--- src/design/slac_pkg.sv ---
// ----------------------------------------------------------------------------
// slac_pkg
// Shared types, sizes and helpers for the set-associative LRU eviction counter.
// ----------------------------------------------------------------------------
package slac_pkg;

    localparam int SETS     = 8;
    localparam int WAYS     = 2;
    localparam int KEY_BITS = 32;

    localparam int SET_W    = (SETS > 1) ? $clog2(SETS) : 1;
    localparam int WAY_W    = (WAYS > 1) ? $clog2(WAYS) : 1;
    localparam int RANK_W   = (WAYS > 1) ? $clog2(WAYS) : 1;
    localparam int AGE_W    = $clog2(WAYS + 1);
    localparam int COUNT_W  = 16;

    localparam int SETNUM_W = 3;
    localparam int ADDR_W   = 32;

    typedef logic [KEY_BITS-1:0] key_t;
    typedef logic [SET_W-1:0]    set_t;
    typedef logic [WAY_W-1:0]    way_t;
    typedef logic [RANK_W-1:0]   rank_t;
    typedef logic [COUNT_W-1:0]  count_t;

    // contents of one set as seen by the lookup logic
    typedef struct packed {
        logic [WAYS-1:0]             valid;
        logic [WAYS-1:0][RANK_W-1:0] rank;
        logic [WAYS-1:0][KEY_BITS-1:0] key;
    } row_t;

    // what one access does to its set
    typedef struct packed {
        logic                        hit;
        logic                        evict;
        way_t                        way;
        key_t                        victim;
        logic [WAYS-1:0][RANK_W-1:0] rank;
    } upd_t;

    // fold the set number into range; narrow value, at most eight subtract steps
    function automatic set_t fold_set(logic [SETNUM_W-1:0] s);
        logic [7:0] v;
        v = 8'(s);
        for (int i = 0; i < (1 << SETNUM_W); i++)
        begin
            if (v >= 8'(SETS))
            begin
                v = v - 8'(SETS);
            end
        end
        return set_t'(v);
    endfunction

endpackage

--- src/design/slac_lookup.sv ---
// ----------------------------------------------------------------------------
// slac_lookup
// Parallel tag compare, free-way search, LRU victim pick and rank update.
// ----------------------------------------------------------------------------
module slac_lookup (
    input  slac_pkg::row_t row,
    input  slac_pkg::key_t key,
    output slac_pkg::upd_t upd
);
    import slac_pkg::*;

    logic                   hit;
    way_t                   hit_way;
    logic                   free_found;
    way_t                   free_way;
    logic [AGE_W-1:0]       oldest_age;
    way_t                   oldest_way;
    way_t                   chosen;
    logic [AGE_W-1:0]       old_age;
    logic                   evict;

    always_comb
    begin
        hit        = 1'b0;
        hit_way    = '0;
        free_found = 1'b0;
        free_way   = '0;
        oldest_age = '0;
        oldest_way = '0;
        for (int w = 0; w < WAYS; w++)
        begin
            if (row.valid[w])
            begin
                if (!hit && row.key[w] == key)
                begin
                    hit     = 1'b1;
                    hit_way = way_t'(w);
                end
                // ties go to the higher way
                if (AGE_W'(row.rank[w]) >= oldest_age)
                begin
                    oldest_age = AGE_W'(row.rank[w]);
                    oldest_way = way_t'(w);
                end
            end
            else if (!free_found)
            begin
                free_found = 1'b1;
                free_way   = way_t'(w);
            end
        end
    end

    always_comb
    begin
        evict = 1'b0;
        priority if (hit)
        begin
            chosen  = hit_way;
            old_age = AGE_W'(row.rank[hit_way]);
        end
        else if (free_found)
        begin
            chosen  = free_way;
            old_age = AGE_W'(WAYS);
        end
        else
        begin
            chosen  = oldest_way;
            old_age = AGE_W'(row.rank[oldest_way]);
            evict   = 1'b1;
        end
    end

    always_comb
    begin
        upd.hit    = hit;
        upd.evict  = evict;
        upd.way    = chosen;
        upd.victim = evict ? row.key[oldest_way] : '0;
        for (int w = 0; w < WAYS; w++)
        begin
            if (way_t'(w) == chosen)
            begin
                upd.rank[w] = '0;
            end
            else if (row.valid[w] && AGE_W'(row.rank[w]) < old_age)
            begin
                upd.rank[w] = rank_t'(row.rank[w] + 1'b1);
            end
            else
            begin
                upd.rank[w] = row.rank[w];
            end
        end
    end

endmodule

--- src/design/slac_state.sv ---
// ----------------------------------------------------------------------------
// slac_state
// Key store, valid and rank flops per set, and the saturating eviction count.
// ----------------------------------------------------------------------------
module slac_state (
    input  logic           clk,
    input  logic           rst_n,
    input  logic           en,
    input  logic           flush,
    input  slac_pkg::set_t set_idx,
    input  slac_pkg::key_t key,
    input  slac_pkg::upd_t upd,
    output slac_pkg::row_t row,
    output slac_pkg::count_t count_next
);
    import slac_pkg::*;

    logic [WAYS-1:0][KEY_BITS-1:0] key_mem [SETS];
    logic [WAYS-1:0]               valid_reg [SETS];
    logic [WAYS-1:0][RANK_W-1:0]   rank_reg [SETS];
    count_t                        count_reg;

    assign row.valid = valid_reg[set_idx];
    assign row.rank  = rank_reg[set_idx];
    assign row.key   = key_mem[set_idx];

    always_comb
    begin
        count_next = count_reg;
        if (en)
        begin
            if (flush)
            begin
                count_next = '0;
            end
            else if (upd.evict && count_reg != '1)
            begin
                count_next = count_reg + 1'b1;
            end
        end
    end

    // keys are only read behind a valid bit, so no reset here
    always_ff @(posedge clk)
    begin
        if (en && !flush)
        begin
            key_mem[set_idx][upd.way] <= key;
        end
    end

    always_ff @(posedge clk or negedge rst_n)
    begin
        if (!rst_n)
        begin
            for (int s = 0; s < SETS; s++)
            begin
                valid_reg[s] <= '0;
                rank_reg[s]  <= '0;
            end
            count_reg <= '0;
        end
        else if (en)
        begin
            count_reg <= count_next;
            if (flush)
            begin
                for (int s = 0; s < SETS; s++)
                begin
                    valid_reg[s] <= '0;
                    rank_reg[s]  <= '0;
                end
            end
            else
            begin
                valid_reg[set_idx][upd.way] <= 1'b1;
                rank_reg[set_idx]           <= upd.rank;
            end
        end
    end

endmodule

--- src/design/set_assoc_lru_eviction_counter_top.sv ---
// ----------------------------------------------------------------------------
// set_assoc_lru_eviction_counter_top
// 8-set, 2-way true-LRU cache tag model that reports and counts evictions.
// ----------------------------------------------------------------------------
// a transaction taken at an edge is loaded into the input register, then into the
// result register after one lookup/update pass, which raises the result strobe
// throughput: one transaction per cycle; busy stays low, set state is written
// at the same edge that loads the result, so the next access sees it
// reset: all entries invalid, ranks and internal eviction count zero, no strobe pending
module set_assoc_lru_eviction_counter_top (
    input  logic                           clk,
    input  logic                           rst_n,
    input  logic                           start,
    output logic                           busy,
    input  logic                           mode,
    input  logic [slac_pkg::SETNUM_W-1:0]  set_number,
    input  logic [slac_pkg::ADDR_W-1:0]    address_key,
    output logic                           done,
    output logic                           hit,
    output logic                           evicted,
    output logic [slac_pkg::ADDR_W-1:0]    victim_key,
    output logic [slac_pkg::COUNT_W-1:0]   eviction_total
);
    import slac_pkg::*;

    logic   req_valid_reg;
    logic   mode_reg;
    set_t   set_reg;
    key_t   key_reg;

    row_t   row;
    upd_t   upd;
    count_t count_next;

    logic                done_reg;
    logic                hit_reg;
    logic                evicted_reg;
    logic [ADDR_W-1:0]   victim_reg;
    count_t              total_reg;

    assign busy = 1'b0;

    always_ff @(posedge clk or negedge rst_n)
    begin
        if (!rst_n)
        begin
            req_valid_reg <= 1'b0;
        end
        else
        begin
            req_valid_reg <= start && !busy;
        end
    end

    always_ff @(posedge clk)
    begin
        if (start && !busy)
        begin
            mode_reg <= mode;
            set_reg  <= fold_set(set_number);
            key_reg  <= key_t'(address_key);
        end
    end

    slac_lookup u_lookup (
        .row (row),
        .key (key_reg),
        .upd (upd)
    );

    slac_state u_state (
        .clk        (clk),
        .rst_n      (rst_n),
        .en         (req_valid_reg),
        .flush      (mode_reg),
        .set_idx    (set_reg),
        .key        (key_reg),
        .upd        (upd),
        .row        (row),
        .count_next (count_next)
    );

    always_ff @(posedge clk or negedge rst_n)
    begin
        if (!rst_n)
        begin
            done_reg <= 1'b0;
        end
        else
        begin
            done_reg <= req_valid_reg;
        end
    end

    always_ff @(posedge clk)
    begin
        if (req_valid_reg)
        begin
            hit_reg     <= !mode_reg && upd.hit;
            evicted_reg <= !mode_reg && upd.evict;
            victim_reg  <= mode_reg ? '0 : ADDR_W'(upd.victim);
            total_reg   <= count_next;
        end
    end

    assign done           = done_reg;
    assign hit            = hit_reg;
    assign evicted        = evicted_reg;
    assign victim_key     = victim_reg;
    assign eviction_total = total_reg;

endmodule

--- config.mk ---
export PLATFORM = sky130hd
export DESIGN_NAME = set_assoc_lru_eviction_counter_top
export DESIGN_NICKNAME = d
export VERILOG_FILES = /design/src/design/slac_pkg.sv /design/src/design/slac_lookup.sv /design/src/design/slac_state.sv /design/src/design/set_assoc_lru_eviction_counter_top.sv
export SDC_FILE = /design/constraint.sdc
export NUM_CORES = 1
export LEC_CHECK = 0
export BUFFER_PORTS_ARGS = -buffer_cell sky130_fd_sc_hd__buf_2
export CAP_MARGIN = 20
export CELL_PAD_IN_SITES_DETAIL_PLACEMENT = 0
export CELL_PAD_IN_SITES_GLOBAL_PLACEMENT = 1
export CORE_MARGIN = 2
export CORE_UTILIZATION = 30
export CTS_CLUSTER_SIZE = 20
export DETAILED_ROUTE_END_ITERATION = 12
export GPL_TIMING_DRIVEN = 1
export PLACE_DENSITY_LB_ADDON = 0.1
export RECOVER_POWER = 25
export SLEW_MARGIN = 20
export SYNTH_ARGS = -nofsm -noshare
export SYNTH_HDL_FRONTEND = slang
export SYNTH_SLANG_ARGS = --single-unit
--- constraint.sdc ---
create_clock -name clk -period 6.25 [get_ports clk]
set_clock_uncertainty 0.15 [all_clocks]
set_input_delay 0.625 -clock clk [delete_from_list [all_inputs] [get_ports clk]]
set_output_delay 0.625 -clock clk [all_outputs]
set_load 0.1 [all_outputs]
==> impl_metrics.ini, run 1 <==
[outcome]
status = finished, violations left
violations = capacitance limit, slew limit

[setup_path]
setup.worst_path.end = u_state.key_mem[4][51]$_DFFE_PP_
r2r-end = u_state.key_mem[4][51]$_DFFE_PP_
critical_path_class = reg -> reg
cp-end-kind = flip-flop
r2r_cells = 11
worstPathArrival_ns = 5.24
critPathLaunchType = flip-flop
required_ns = 6.35
regToRegSetupSlack_ns = 1.12
path_max_fanout = 33

[clock_network]
cts_tree = done
clk_pin_slew_ns = 0.06
cts_sinks = 651
postCtsSetupRepairBufs = 0
cts_resized = 0
htree_levels = 3
root_buffer = clkbuf_16
worst_skew_pair.late_latency_ns = 0.62
cts_buffer_depth = 3
cts_buffers = 75
cts_hold_buf = 23

[die]
initial_core_util_pct = 30.37
io_pins = 91
coreArea_um2 = 87020
rows = 108
dieArea_um2 = 90500
die_w_um = 300.8
dieHeight_um = 300.8

[timing]
tns_ns = 0
slew_violations = 42
hold_viol = 0
min_period_ns = 5.133
rsz0062_at_grt = false
max-slew-margin-rel_pct = -114.1
setup_viol = 0
finalCritPeriodShare_pct = 82.13
worst_pin_slew_ns = 3.212
max_freq_mhz = 194.8

[logic_synthesis]
synth_mux_area_share_pct = 13.76
synth_compound_area_share_pct = 4.535
ys_seq_area_share_pct = 72.90
synthCells = 1438
synthAdderAreaFrac_pct = 0.04734
post_synth.cell_area_avg_um2 = 18.38
synthXorXnorAreaFrac_pct = 1.789
syn_area_um2 = 26430
syn_nets = 1478
synthTopCellsByArea = edfxtp_1 (68%), mux4_2 (9.1%), dfrtp_1 (4.7%), mux2i_1 (4.2%), xnor2_1 (0.99%)
synth_top_area_share_pct = 67.94
synth_edf_count = 598
yosys.area_share.simple_pct = 4.899
ys_seq_elements = 651
yosysUniqueCellTypes = 66
synth_top_cell_by_area = edfxtp_1
synth_top_family_by_area = multiplexers
synth_warnings = 0
synth-main-ff-cell = edfxtp_1
synthArstFlopShare_pct = 7.680

[cells_and_area]
area_delta_synth_final_pct = 18.65
final_cell_mix = edfxtp_1 (598), mux2i_1 (111), mux4_2 (107), buf_2 (84), clkbuf_16 (79)
layoutNonFillerInstCount = 2842
nets = 1663
largest_reg_flops = 512
final_layout_size_suffix_gt1_share_pct = 23.84
layout_commonest_cell = edfxtp_1
fillers = 8261

[pwr]
irDropWorstVdd_mv = 0.1784
leakage_nw = 10.70
powerDensity_nw_per_um2 = 325.4

[route]
drc = 0
drt_pass1_iterations = 4
vias_per_cell = 4.900
wl_per_cell_um = 25.43
drt-initial-drc-count = 850
routed_wirelength_um = 72260
antenna_left = 0
num_vias = 13925

[grt]
use_met2_pct = 25.65
grt_max_degree = 56
met3_usage_pct = 2.569
gr-total-overflow = 0
antenna_found_initial = 1
grt_use_met1_pct = 22.62
grt_busiest_layer = met2
first_global_vias = 14720
grt_usage_pct = 16.10
grt_first_pass_wirelength_um = 105100

[placed_design]
place.detailed.hpwl_um = 44230
place_congestion = 0.7230
portBuffers = 89
placed_cells_incl_taps = 2678

[job]
maxCapViolCount = 1

[worst_hold_path]
hold_path.class = in -> reg
[area by class of cell]
| class | count | area (um^2) | share of cell area, % |
|---|---|---|---|
| Multi-Input combinational cell | 688 | 6733 | 21.47 |
| Antenna cell | 1 | 2.502 | 0.007979 |
| Clock inverter | 39 | 322.8 | 1.029 |
| Tap cell | 1155 | 1445 | 4.608 |
| Sequential cell | 651 | 19280 | 61.48 |
| Inverter | 20 | 75.07 | 0.2394 |
| Clock buffer | 101 | 2090 | 6.663 |
| Timing Repair Buffer | 187 | 1414 | 4.508 |
[where the power goes]
part | internal (mW) | leakage, nW | switching [mW]
clock | 2.52 | 1.18 | 1.77
combinational | 0.328 | 3.34 | 0.587
sequential | 4.88 | 6.19 | 0.117
total | 7.73 | 10.7 | 2.47
[how the worst min path moves through the flow]
stage	start	end	slack, ns	cells past startpoint
final	address_key[25]	key_reg[25]$_DFFE_PP_	0.04	1
after global routing	address_key[5]	key_reg[5]$_DFFE_PP_	0.01	1
after CTS	address_key[25]	key_reg[25]$_DFFE_PP_	0.0001	1
after detailed placement	u_state.valid_reg[15]$_DFFE_PN0P_	u_state.valid_reg[15]$_DFFE_PN0P_	0.31	1
after global placement	u_state.valid_reg[15]$_DFFE_PN0P_	u_state.valid_reg[15]$_DFFE_PN0P_	0.31	1
after floorplan	rst_n	done$_DFF_PN0_	0.18	0
[critical path: stages, from the launching register on]
cell     delay [ns]
dfxtp_4        0.81
buf_4          0.41
mux4_2         0.53
mux2i_1        0.28
xor2_1         0.27
nand4_1        0.26
or4_1          0.51
o32a_1         0.40
or3_1          0.32
buf_4          0.22
nor2_4         0.10
buf_4          0.42
[layer usage]
layer  vias to the layer above  wire length [um]
met5                         -                 0
met1                      7349             33580
met4                         0              1906
li1                       6198                 -
met2                       278             34090
met3                       100              2682
[logic make-up (layout without fill, tap and decap cells)]
| logic type | Yosys count | count (layout) |
|---|---|---|
| compound gates | 163 | 163 |
| other cells | 1 | 2 |
| fa+ha+maj | 1 | 1 |
| xor+xnor | 54 | 54 |
| simple gates | 241 | 241 |
| flops | 651 | 651 |
| buf+inv | 99 | 347 |
| mux | 228 | 228 |
[through the flow]
step	cell area, um^2	hold WS, ns	util, %	setup slack [ns]	total power, mW
floorplan	26430	0.1794	-	1.769	5.663
global placement	28780	0.3083	33.07	1.046	6.024
detailed placement	28780	0.3125	33.07	0.9854	6.025
CTS	31430	0.0001112	36.11	0.9637	10.39
global route	31360	0.01104	36.03	0.7437	10.59
finish	31360	0.03937	36.04	1.117	10.21
[cells in the mapped netlist, drive strengths merged (4+ instances only)]
cell type,n
a311o,10
o211ai,7
xor2,24
and3,26
inv,20
nand4,25
dfrtp,50
or2,4
nand3,17
edfxtp,598
mux2i,112
or3,7
xnor2,30
a22o,18
a221oi,4
a21o,18
a21oi,19
nor2b,13
o21a,5
nand3b,6
a31o,6
o21ai,28
o311ai,8
mux2,9
clkbuf,26
nor4,6
a211oi,14
and4,4
mux4,107
nor2,66
nor3,19
a22oi,8
buf,53
o22ai,6
nand2,32
No activity file was read; power rests on OpenSTA's default activity.
==> inputs of run 2 (changes only) <==
ABC_AREA = 1   (was default)
clock period = 4.4 ns   (was 6.25 ns; I/O delays follow)
==> run 2 against run 1 <==
The run now ends clean. Flip-flop and latch count is the same. Synthesized cell count grew 89%. Setup slack lost 0.83 ns. Count of clock-buffer cells in the layout grew 3. Combinational power grew 81%.
==> impl_metrics.ini, run 2 <==
[worst_hold_path]
hold_path_end = req_valid_reg$_DFF_PN0_
min_from = start
min_path_cells = 1
hold_path.class = in -> reg

[clock_network]
cts_buffer_depth = 3
cts_buffers = 79
clk_pin_slew_ns = 0.06
root_buffer = clkbuf_16
postCtsSetupRepairBufs = 0
htree_levels = 3
worst_skew_pair.late_latency_ns = 0.64
cts_tree = done
cts_sinks = 651

[cells_and_area]
fillers = 9412
final_cell_mix = nand2_1 (738), edfxtp_1 (598), nand3_1 (341), inv_1 (275), nor2_1 (274)
multi_input_area_um2 = 7422
final_layout_size_suffix_gt1_share_pct = 11.18
layout_commonest_cell = nand2_1
area_delta_synth_final_pct = 19.70
diodes = 0
nets = 2946
largest_reg_flops = 512
seq_area_um2 = 19280

[logic_synthesis]
synthTopCellsByArea = edfxtp_1 (64%), nand2_1 (9.8%), nand3_1 (6.1%), dfrtp_1 (4.4%), nor2_1 (3.9%)
synth_common_cells = nand2_1 (739), edfxtp_1 (598), nand3_1 (342)
syn_area_um2 = 28250
synth_top_area_share_pct = 63.56
yosysUniqueCellTypes = 41
post_synth.cell_area_avg_um2 = 10.42
synth_top_cell_by_area = edfxtp_1
syn_nets = 2752
synthArstFlopShare_pct = 7.680
ys_seq_elements = 651
yosysMostFrequentCell = nand2_1
synth-main-ff-cell = edfxtp_1
synth_edf_count = 598
synth_warnings = 0
ys_seq_area_share_pct = 68.20
synthCells = 2712

[route]
antenna_left = 0
routed_wirelength_um = 92340
wl_per_cell_um = 21.86
num_vias = 19896
drt-initial-drc-count = 1507
vias_per_cell = 4.710
drt_pass1_iterations = 5
drc = 0

[die]
die_w_um = 310.9
initial_core_util_pct = 30.27
coreArea_um2 = 93330
io_pins = 91
rows = 112
dieHeight_um = 310.9
dieArea_um2 = 96650

[setup_path]
regToRegSetupSlack_ns = 0.29
r2r_cells = 16
critPathLaunchType = flip-flop
cp-end-kind = flip-flop
path_max_fanout = 52
r2r-end = u_state.key_mem[7][18]$_DFFE_PP_
required_ns = 4.54
worstPathArrival_ns = 4.25
critical_path_class = reg -> reg

[placed_design]
place.detailed.hpwl_um = 57120
place_congestion = 0.7763
portBuffers = 89

[pwr]
powerDensity_nw_per_um2 = 445.9
total_power_mw = 15.08
leakage_nw = 13.41
irDropWorstVdd_mv = 0.2599

[timing]
hold_ws_ns = 0.2284
slew_violations = 0
rsz0062_at_grt = false
max-slew-margin-rel_pct = 21.06
tns_ns = 0
min_period_ns = 4.109
setup_viol = 0
worst_pin_slew_ns = 1.184
finalCritPeriodShare_pct = 93.40
hold_viol = 0
max_freq_mhz = 243.3

[outcome]
status = finished clean

[grt]
grt_first_pass_wirelength_um = 135100
first_global_vias = 19758
antenna_found_initial = 1
grt_usage_pct = 18.96
grt_max_degree = 84
gr-total-overflow = 0

[job]
maxCapViolCount = 0
run 2: cell types whose count changed after synthesis, moves of 107 or more:
cell	change
inv_1	+256
mux2i_1	-111
mux4_2	-107
nand2_1	+708
nand3_1	+325
nor2_1	+232
run 2: worst max-delay path by stage:
stage	from	endpoint	slack [ns]	depth (start not counted)
floorplan	req_valid_reg$_DFF_PN0_	u_state.key_mem[2][0]$_DFFE_PP_	0.20	6
global placement	flip-flop	u_state.key_mem[7][8]$_DFFE_PP_	0.19	16
detailed placement	flip-flop	u_state.key_mem[6][18]$_DFFE_PP_	0.20	16
CTS	flip-flop	u_state.key_mem[6][4]$_DFFE_PP_	0.19	16
global route	flip-flop	u_state.key_mem[7][8]$_DFFE_PP_	0.006	16
finish	flip-flop	u_state.key_mem[7][18]$_DFFE_PP_	0.29	16
run 2: stage by stage:
| stage | util (%) | std cells | worst slack [ns] | area [um^2] |
|---|---|---|---|---|
| final | 36.24 | 4224 | 0.2906 | 33820 |
| after global routing | 36.24 | 4224 | 0.006168 | 33820 |
| after CTS | 36.30 | 4224 | 0.1890 | 33880 |
| after detailed placement | 33.20 | 4042 | 0.2006 | 30990 |
| after global placement | 33.20 | 4042 | 0.1933 | 30990 |
| after floorplan | - | 2712 | 0.1984 | 28250 |
run 2: routing by layer:
layer	GRT usage, %	up-vias	part of all wire, %
li1	-	9501	-
met1	27.06	9862	48
met2	29.91	429	46
met3	3.126	104	4.3
met4	4.974	0	1.9
met5	0	-	0
run 2: power by group:
part	switching (mW)	total [mW]	internal, mW
clock network	2.60	6.38	3.78
registers	0.108	7.03	6.93
logic	1.22	1.66	0.443
total	3.93	15.1	11.2
run 2: timing repair:
item,4_1_cts,5_1_grt
setup endpoints to repair,0,48
resized for setup,0,4
endpoints found under the hold margin,88,0
hold buffers,37,0
run 2: area by class of cell:
cell class              count  share of cell area, %
well taps                1254                  4.639
inverters                 283                  3.160
repair buffers            234                  5.794
multi-input cells        1657                  21.95
flip-flops and latches    651                  57.02
clock inverters            41                 0.9767
clock buffers             104                  6.463
run 2: worst max-delay path, cell delays in order, from the launching register on:
cell and delay, ns:
dfxtp_4 0.39, inv_6 0.23, buf_12 0.29, nand2_1 0.08, nand3_1 0.08, nand3_1 0.29
nand3_1 0.26, nand4_1 0.19, nor2_1 0.29, nand2_1 0.14, nor2_2 0.25, nand2_1 0.14
nand2_1 0.17, nand2_1 0.07, buf_4 0.22, nor2_4 0.10, buf_4 0.36
run 2: logic make-up after synthesis:
group,synth area share [%]
AND/OR/NAND/NOR,20.38
adder cells (fa/ha/maj),0.04428
flip-flops,68.20
AO/OA/AOI/OAI,4.849
XOR/XNOR,0.5270
buffers and inverters,5.983
other,0.01327
==> inputs of run 3 (changes only) <==
CELL_PAD_IN_SITES_DETAIL_PLACEMENT = 1   (was 0)
==> run 3 against run 2 <==
The run now ends with capacitance limit, slew limit left. Critical path depth grew 1. Final cell count hardly changed. Die area stayed put. Maximum frequency down 0.63%. Critical path type unchanged. Setup slack worse by 0.026 ns. Critical endpoint is now u_state.key_mem[7][60]$_DFFE_PP_.
==> impl_metrics.ini, run 3 (same netlist as run 2, synthesis figures left out) <==
[grt]
gr-total-overflow = 0
grt_usage_pct = 19.68
antenna_found_initial = 2
grt_max_degree = 84
grt_first_pass_wirelength_um = 141700
first_global_vias = 21301

[clock_network]
cts_sinks = 651
cts_tree = done
worst_skew_pair.late_latency_ns = 0.65
postCtsSetupRepairBufs = 0
cts_buffers = 78
htree_levels = 3
root_buffer = clkbuf_16
cts_buffer_depth = 3
clk_pin_slew_ns = 0.06

[cells_and_area]
largest_reg_flops = 512
nets = 2945
final_cell_mix = nand2_1 (738), edfxtp_1 (598), nand3_1 (341), inv_1 (275), nor2_1 (274)
area_delta_synth_final_pct = 20.11
final_layout_size_suffix_gt1_share_pct = 11.28
layout_commonest_cell = nand2_1

[pwr]
leakage_nw = 13.45
powerDensity_nw_per_um2 = 454.0
clkPwrFrac_pct = 43.4
total_power_mw = 15.41
power_frac_seq_pct = 45.7
irDropWorstVdd_mv = 0.2568
p_int_mw = 11.36
switching_share_pct = 26.29
p_switching_mw = 4.049
p_comb_share_pct = 11.0

[route]
num_vias = 20354
drt-initial-drc-count = 1304
wl_per_cell_um = 22.66
antenna_left = 0
routed_wirelength_um = 95720
drc = 0
vias_per_cell = 4.818
drt_pass1_iterations = 5

[placed_design]
place_congestion = 0.7763
portBuffers = 89
place.detailed.hpwl_um = 60410

[timing]
min_period_ns = 4.135
slew_violations = 44
max-slew-margin-rel_pct = -136.1
max_freq_mhz = 241.8
setup_viol = 0
worst_pin_slew_ns = 3.541
tns_ns = 0
rsz0062_at_grt = false
finalCritPeriodShare_pct = 93.99
hold_viol = 0

[setup_path]
critical_path_class = reg -> reg
r2r_cells = 17
critPathLaunchType = flip-flop
path_max_fanout = 52
cp-end-kind = flip-flop
r2r-end = u_state.key_mem[7][60]$_DFFE_PP_
worstPathArrival_ns = 4.34
regToRegSetupSlack_ns = 0.26
required_ns = 4.60

[die]
die_w_um = 310.9
initial_core_util_pct = 30.27
io_pins = 91
dieHeight_um = 310.9
dieArea_um2 = 96650
rows = 112
coreArea_um2 = 93330

[outcome]
violations = capacitance limit, slew limit
status = finished, violations left

[job]
maxCapViolCount = 1

[worst_hold_path]
hold_path.class = in -> async
## run 3: metal layers
| layer | GRT usage [%] | part of all wire (%) | up-vias |
|---|---|---|---|
| li1 | - | - | 9495 |
| met1 | 27.66 | 48 | 10341 |
| met2 | 31.58 | 46 | 385 |
| met3 | 2.886 | 4.0 | 133 |
| met4 | 5.578 | 2.5 | 0 |
| met5 | 0 | 0 | - |
## run 3: stage by stage
stage          setup WS, ns  cell area, um^2  hold WS, ns  util (%)  cells
2_1_floorplan        0.1984            28250    -0.005591         -   2712
3_3_place_gp         0.1933            30990       0.3073     33.20   4042
3_5_place_dp         0.1814            30990       0.3247     33.20   4042
4_1_cts              0.1450            33980       0.2280     36.41   4224
5_1_grt             0.03589            33930       0.3321     36.36   4224
6_report             0.2646            33940       0.3141     36.36   4225
## run 3: critical path, stage by stage, from the launching register on
cell	delay, ns
dfxtp_4	0.39
inv_6	0.22
buf_12	0.29
nand2_1	0.09
nand3_1	0.08
nand3_1	0.29
nand3_1	0.28
nand4_1	0.19
nor2_1	0.29
nand2_1	0.14
nor2_2	0.26
nand2_1	0.16
nand2_1	0.19
inv_2	0.07
nand2_1	0.06
buf_4	0.33
nor2_4	0.07
buf_12	0.21
## run 3: final cells by class
type	instances	area (um^2)
Clock inverter	48	566.8
Fill cell	10385	59390
Timing Repair Buffer	234	1968
Clock buffer	97	2054
Antenna cell	1	2.502
Tap cell	1254	1569
Multi-Input combinational cell	1657	7422
Sequential cell	651	19280
Inverter	283	1069
## run 3: worst max path at each step
stage	to	from
6_report	u_state.key_mem[7][60]$_DFFE_PP_	flip-flop
5_1_grt	u_state.key_mem[5][55]$_DFFE_PP_	flip-flop
4_1_cts	u_state.key_mem[3][4]$_DFFE_PP_	flip-flop
3_5_place_dp	u_state.key_mem[3][28]$_DFFE_PP_	flip-flop
3_3_place_gp	u_state.key_mem[7][8]$_DFFE_PP_	flip-flop
2_1_floorplan	u_state.key_mem[2][0]$_DFFE_PP_	req_valid_reg$_DFF_PN0_
## run 3: power groups by stage
stage	clock network [mW]	registers [mW]	logic [mW]
2_1_floorplan	0	7.29	0.834
3_5_place_dp	0	7.16	1.70
3_3_place_gp	0	7.16	1.68
5_1_grt	7.06	7.05	1.86
4_1_cts	6.85	7.04	1.73
6_report	6.68	7.04	1.69
## run 3: what timing repair did
action                                  4_1_cts  5_1_grt
hold buffers                                 37        0
gates resized for setup                       0        6
endpoints found under the hold margin        88        0
endpoints found under the setup margin        0       96
